### config.mk
export PLATFORM = sky130hd
export DESIGN_NAME = mbbr_front
export DESIGN_NICKNAME = d
export VERILOG_FILES = /design/src/rtl/core/mbbr_pkg.sv /design/src/rtl/core/mbbr_front.sv
export SDC_FILE = /design/constraint.sdc
export NUM_CORES = 1
export LEC_CHECK = 0
export BUFFER_PORTS_ARGS = -buffer_cell sky130_fd_sc_hd__buf_4
export CORE_ASPECT_RATIO = 0.7
export CORE_UTILIZATION = 47
export DETAILED_ROUTE_END_ITERATION = 7
export GPL_ROUTABILITY_DRIVEN = 0
export PLACE_DENSITY = 0.76
export SLEW_MARGIN = 0
export SYNTH_ARGS = -nofsm -noshare
export SYNTH_HDL_FRONTEND = slang
export SYNTH_SLANG_ARGS = --single-unit
### constraint.sdc
create_clock -name clk -period 5.47 [get_ports clk]
set_clock_uncertainty 0.2 [all_clocks]
set_input_delay 0 -clock clk [delete_from_list [all_inputs] [get_ports clk]]
set_output_delay 0 -clock clk [all_outputs]
set_load 0.005 [all_outputs]
### src/rtl/core/mbbr_pkg.sv
// shared types and constants for the mesh bounding box recenter core
// no dependencies; imported by every module of the core
`default_nettype none

package mbbr_pkg;

    localparam int DEF_MAX_VERTICES = 4096;
    localparam int COORD_W          = 32;
    localparam int QUEUE_DEPTH      = 2;

    // func codes on the input channel
    localparam logic [1:0] FUNC_LOAD  = 2'd0;
    localparam logic [1:0] FUNC_FETCH = 2'd1;
    localparam logic [1:0] FUNC_CLEAR = 2'd2;

    typedef logic signed [COORD_W-1:0] coord_t;

    typedef enum logic [1:0] {
        OP_LOAD,
        OP_FETCH,
        OP_CLEAR
    } op_t;

    typedef struct packed {
        op_t    op;
        coord_t x;
        coord_t y;
        coord_t z;
    } cmd_t;

    typedef enum logic {
        BK_IDLE,
        BK_READ
    } back_state_t;

endpackage

`default_nettype wire

### src/rtl/core/mbbr_front.sv
// front end: accepts items, decodes func and queues commands for the back end
// depends on mbbr_pkg
`default_nettype none

module mbbr_front (
    input  wire logic           clk,
    input  wire logic           rst_n,
    input  wire logic           item_valid,
    output logic                item_ready,
    input  wire logic [1:0]     func,
    input  wire mbbr_pkg::coord_t x_in,
    input  wire mbbr_pkg::coord_t y_in,
    input  wire mbbr_pkg::coord_t z_in,
    output logic                head_valid,
    output mbbr_pkg::cmd_t      head,
    input  wire logic           pop
);
    import mbbr_pkg::*;

    localparam int PTR_W = (QUEUE_DEPTH > 1) ? $clog2(QUEUE_DEPTH) : 1;
    localparam int CNT_W = $clog2(QUEUE_DEPTH + 1);

    cmd_t             q_reg [QUEUE_DEPTH];
    logic [PTR_W-1:0] wr_ptr_reg, wr_ptr_next;
    logic [PTR_W-1:0] rd_ptr_reg, rd_ptr_next;
    logic [CNT_W-1:0] cnt_reg, cnt_next;
    logic             accept;
    logic             known;
    logic             push;
    logic             do_pop;
    cmd_t             cmd;

    assign item_ready = (cnt_reg != CNT_W'(QUEUE_DEPTH));
    assign accept     = item_valid && item_ready;

    // unused func code is accepted and dropped here
    always_comb
    begin
        cmd.x = x_in;
        cmd.y = y_in;
        cmd.z = z_in;
        known = 1'b1;
        case (func)
            FUNC_LOAD:  cmd.op = OP_LOAD;
            FUNC_FETCH: cmd.op = OP_FETCH;
            FUNC_CLEAR: cmd.op = OP_CLEAR;
            default:
            begin
                cmd.op = OP_CLEAR;
                known  = 1'b0;
            end
        endcase
    end

    assign push       = accept && known;
    assign head_valid = (cnt_reg != '0);
    assign do_pop     = pop && head_valid;
    assign head       = q_reg[rd_ptr_reg];

    always_comb
    begin
        wr_ptr_next = wr_ptr_reg;
        rd_ptr_next = rd_ptr_reg;
        cnt_next    = cnt_reg;
        if (push)
        begin
            wr_ptr_next = (wr_ptr_reg == PTR_W'(QUEUE_DEPTH - 1)) ? '0 : wr_ptr_reg + 1'b1;
        end
        if (do_pop)
        begin
            rd_ptr_next = (rd_ptr_reg == PTR_W'(QUEUE_DEPTH - 1)) ? '0 : rd_ptr_reg + 1'b1;
        end
        if (push && !do_pop)
        begin
            cnt_next = cnt_reg + 1'b1;
        end
        else if (!push && do_pop)
        begin
            cnt_next = cnt_reg - 1'b1;
        end
    end

    always_ff @(posedge clk or negedge rst_n)
    begin
        if (!rst_n)
        begin
            wr_ptr_reg <= '0;
            rd_ptr_reg <= '0;
            cnt_reg    <= '0;
        end
        else
        begin
            wr_ptr_reg <= wr_ptr_next;
            rd_ptr_reg <= rd_ptr_next;
            cnt_reg    <= cnt_next;
        end
    end

    always_ff @(posedge clk)
    begin
        if (push)
        begin
            q_reg[wr_ptr_reg] <= cmd;
        end
    end

endmodule

`default_nettype wire

Yosys cells after proc, flatten, opt, wreduce, memory -nomap -nowiden --
Memory sizes are Yosys's and may differ from the RTL's. Cells that the tools add are included.
Storage, ports and cells: register bits 4, bits in writable memories 196, bits of input ports 102, output and inout port bits 100, word-level logic and storage cells 30, memories kept 1
Cells by class: add/subtract/negate cells 4, eq/ne operators 3, mux-type cells 8, reduce and logical (&&, ||, !) cells 11
Memories:
- q_reg | words 2, width 98, read ports 1, clocked after Yosys merged registers in 0, wr ports 1, RTL line mbbr_front.sv:23 | cmd_t q_reg [QUEUE_DEPTH];
Operators by type and width (count):
- $logic_and A1 B1 Y1 | 5
- $mux W1 | 5
- $mux W2 | 2
- $pmux W2 S2 | 1
- $reduce_bool A2 Y1 | 2
- $reduce_or A3 Y1 | 1
- $add A1 B1 Y1 const B | 2
- $add A2 B1 Y2 const B | 1
- $eq A2 B1 Y1 const B | 1
- $eq A2 B2 Y1 const B | 1
- $logic_not A1 Y1 | 2
- $logic_not A2 Y1 | 1
- $ne A2 B2 Y1 const B | 1
- $sub A2 B1 Y2 const B | 1

Logic depth before layout (Yosys ltp) --
depth in word-level cells 8, mapped depth 7

Least setup slack after synthesis --
No wires, ideal clock.
path kind reg-to-reg, from reg cnt_reg[0], to mem q_reg[0][0] (netlist bit), enable pin, library setup time 0.556 ns, arrival time 4.780 ns, data required time 4.714 ns, slack -0.066 ns, cell stages (with the launch flop) 4, period minus slack after synthesis 5.536 ns, cells stage by stage dfrtp_1 > nand2b_1 > nand3_1 > nor2_1
On the way: longest elaborated chain between the ends 5
Ends and longest elaborated chain:
- from (decl) | RTL line mbbr_front.sv:26 | logic [CNT_W-1:0] cnt_reg, cnt_next;
- from (signal assigned) | RTL line mbbr_front.sv:95 | cnt_reg <= cnt_next;
- $ne A2 B2 Y1 | RTL line mbbr_front.sv:33 | assign item_ready = (cnt_reg != CNT_W'(QUEUE_DEPTH));
- via item_ready | RTL line mbbr_front.sv:9 | output logic item_ready,
- $logic_and A1 B1 Y1 | RTL line mbbr_front.sv:34 | assign accept = item_valid && item_ready;
- $logic_and A1 B1 Y1 | RTL line mbbr_front.sv:55 | assign push = accept && known;
- $mux W1 | RTL line mbbr_front.sv:101 | if (push)
- $mux W1 (not written as such) | RTL line mbbr_front.sv:103 | q_reg[wr_ptr_reg] <= cmd;
- to (decl) | RTL line mbbr_front.sv:23
The timed path passes the listed nets, and every way through them passes these cells.

==> results.toml <==
[die]
die-height_um = 106
rows = 37
fp.dieW_um = 151
ioPinCount = 202
core_area_um2 = 15000
die-area_um2 = 16100
start_util = 0.489

[logic_synthesis]
synthCells = 327
synth-seq-cells = 200
synth_edf_count = 196
synth_nets = 430
ys.flop_type = "edfxtp_1"
async_flop_share = 0.0200
avgSynthCellArea_um2 = 22.4
ys_seq_area_frac = 0.819
synth_cell_types = 17
yosysWarnings = 0
netlist_area_um2 = 7310

[power_and_ir_drop]
swShare = 0.264
combPwrFrac = 0.292
clkPwrFrac = 0.256
ir_worst_vdd_uv = 240
p_sw_w = 0.00125
seq_power_share = 0.452
intPower_w = 0.00348
p_leak_nw = 4.03
power_density_nw_per_um2 = 445

[clock_tree]
cts_sinks = 200
cts.htree.levels = 4
clock_latency_ns = 0.41
numCtsBuffers = 17
root_buffer = "clkbuf_16"
cts.reportedPaths.clkPinSlew_ns = 0.07
postCtsSetupRepairBufs = 0
cts_tree = "yes"
cts.path.max_buffers = 2

[final_layout]
drive_gt1_frac = 0.515
final_cell_mix = "buf_4 (205), edfxtp_1 (196), dlygate4sd3_1 (102), mux2_2 (88), clkbuf_16 (17)"
nFillCells = 922
syn2layout_area_growth_pct = 45.5
mostFrequentLayoutCell = "buf_4"
fin_area_um2 = 10600
fin_nets = 744
diodes = 0
largest_reg_flops = 196

[setup_path]
critical_path.max_stage_delay_ns = 0.82
crit_slowest_cell = "dfrtp_4"
setup.worst_path.start = "rd_ptr_reg"
crit_chain = "buf_4 -> mux2_2 -> buf_4"
r2r_end = "q_reg[1][34]"
startpoint_type = "flip-flop"
crit_fanout = 54
critPathKind = "reg -> out"
r2r_slack_ns = 2.66
crit_top_cell = "buf_4"
r2r_cells = 4
r2r-start = "cnt_reg[0]"
worstPathRequired_ns = 5.27
critPathArrivalTime_ns = 2.61
endpoint_kind = "primary output"
cp-endpoint = "head[93]"

[route]
wl_um = 14600
dr.first_iter.drc_count = 219
drt_pass1_iterations = 4
avgViaCountPerCell = 4.77
vias = 4049
drc = 0
wl_per_cell_um = 17.2
antenna_left = 0

[sta]
drv_slew = 0
rsz0062_at_grt = "no"
hold_violations = 0
worstMarginPinSlew_ns = 1.14
max_freq_mhz = 356
max_slew_margin = 0.237
period_share = 0.514
period_needed_ns = 2.81
whs_ns = 0.109
finalSetupViolCount = 0

[grt]
track_usage = 0.188
grt_max_degree = 87
grt_pass1_wl_um = 22300
grt_pass1_vias = 4395
overflow = 0
antenna_found_initial = 0

[worst_hold_path]
hold_depth = 2
hp-class = "in -> reg"

[placed_design]
dp_hpwl_um = 8670
port_buffers = 201
placed_area_um2 = 9030

[status]
status = "finished clean"

[job]
drv_cap = 0
[metal layers]
metal | routed length [um] | track usage | up-vias
met5 | 0 | 0 | -
li1 | - | - | 1914
met1 | 6370 | 0.232 | 1988
met3 | 809 | 0.0464 | 12
met4 | 160 | 0.0714 | 0
met2 | 7280 | 0.319 | 135
[cells in the mapped netlist (2+ instances only)]
library cell | instances | share of area
edfxtp_1 | 196 | 0.81
mux2_4 | 10 | 0.021
inv_1 | 2 | 0.0010
nand2_1 | 2 | 0.0010
buf_6 | 3 | 0.0046
xnor2_1 | 3 | 0.0036
xor2_1 | 2 | 0.0024
dfrtp_1 | 4 | 0.014
nor2_1 | 3 | 0.0015
buf_2 | 8 | 0.0055
mux2_2 | 88 | 0.14
[per-stage QoR]
step | total power, W | util | setup WS [ns] | instances | TNS [ns]
floorplan | 0.00288 | - | -0.0665 | 327 | -13.02
detailed placement | 0.00351 | 0.604 | 2.65 | 715 | 0
CTS | 0.00478 | 0.711 | 2.64 | 849 | 0
global route | 0.00496 | 0.711 | 2.47 | 849 | 0
global placement | 0.00347 | 0.604 | 2.75 | 715 | 0
finish | 0.00473 | 0.711 | 2.66 | 849 | 0
[power groups by stage]
stage	clock network [W]	registers, W	logic [W]
after floorplan	0	0.00213	0.000750
after global placement	0	0.00216	0.00131
after detailed placement	0	0.00218	0.00133
after CTS	0.00124	0.00214	0.00140
after global routing	0.00131	0.00217	0.00149
final	0.00121	0.00214	0.00138
[final cells by class]
class	instances	area [um2]	share of cell area
inverters	2	7.51	0.000706
well taps	195	244	0.0229
repair buffers	307	2560	0.241
clock buffers	20	447	0.0420
multi-input cells	113	1250	0.118
flip-flops and latches	200	5990	0.563
clock inverters	12	134	0.0126
[how the worst min path moves through the flow]
| stage | start | end | slack [ns] |
|---|---|---|---|
| floorplan | rst_n | cnt_reg[0] | -0.50 |
| global placement | rst_n | rd_ptr_reg | -0.40 |
| detailed placement | rst_n | rd_ptr_reg | -0.39 |
| CTS | x_in[18] | q_reg[0][82] | 0.09 |
| global route | z_in[19] | q_reg[1][19] | 0.09 |
| finish | y_in[14] | q_reg[0][46] | 0.11 |
[repair_timing]
item | CTS | global route
setup endpoints to repair | 0 | 0
hold buffers | 102 | 0
resized for setup | 0 | 0
endpoints found under the hold margin | 204 | 0
[kinds of logic (layout without fill, tap and decap cells)]
group                    after synthesis  in the layout  synth area share
flip-flops                           200            200             0.819
multiplexers                          98             98             0.156
buffers and inverters                 14            341            0.0116
AND/OR/NAND/NOR                        9              9           0.00582
XOR/XNOR                               5              5           0.00599
adder cells (fa/ha/maj)                1              1           0.00171
[critical path: cells and delay by family (launching register included)]
family   cells  cell delay (ns)
mux          1             0.42
flops        1             0.82
buf+inv      2             0.85
Note: power is estimated with default switching activity, not from simulation.
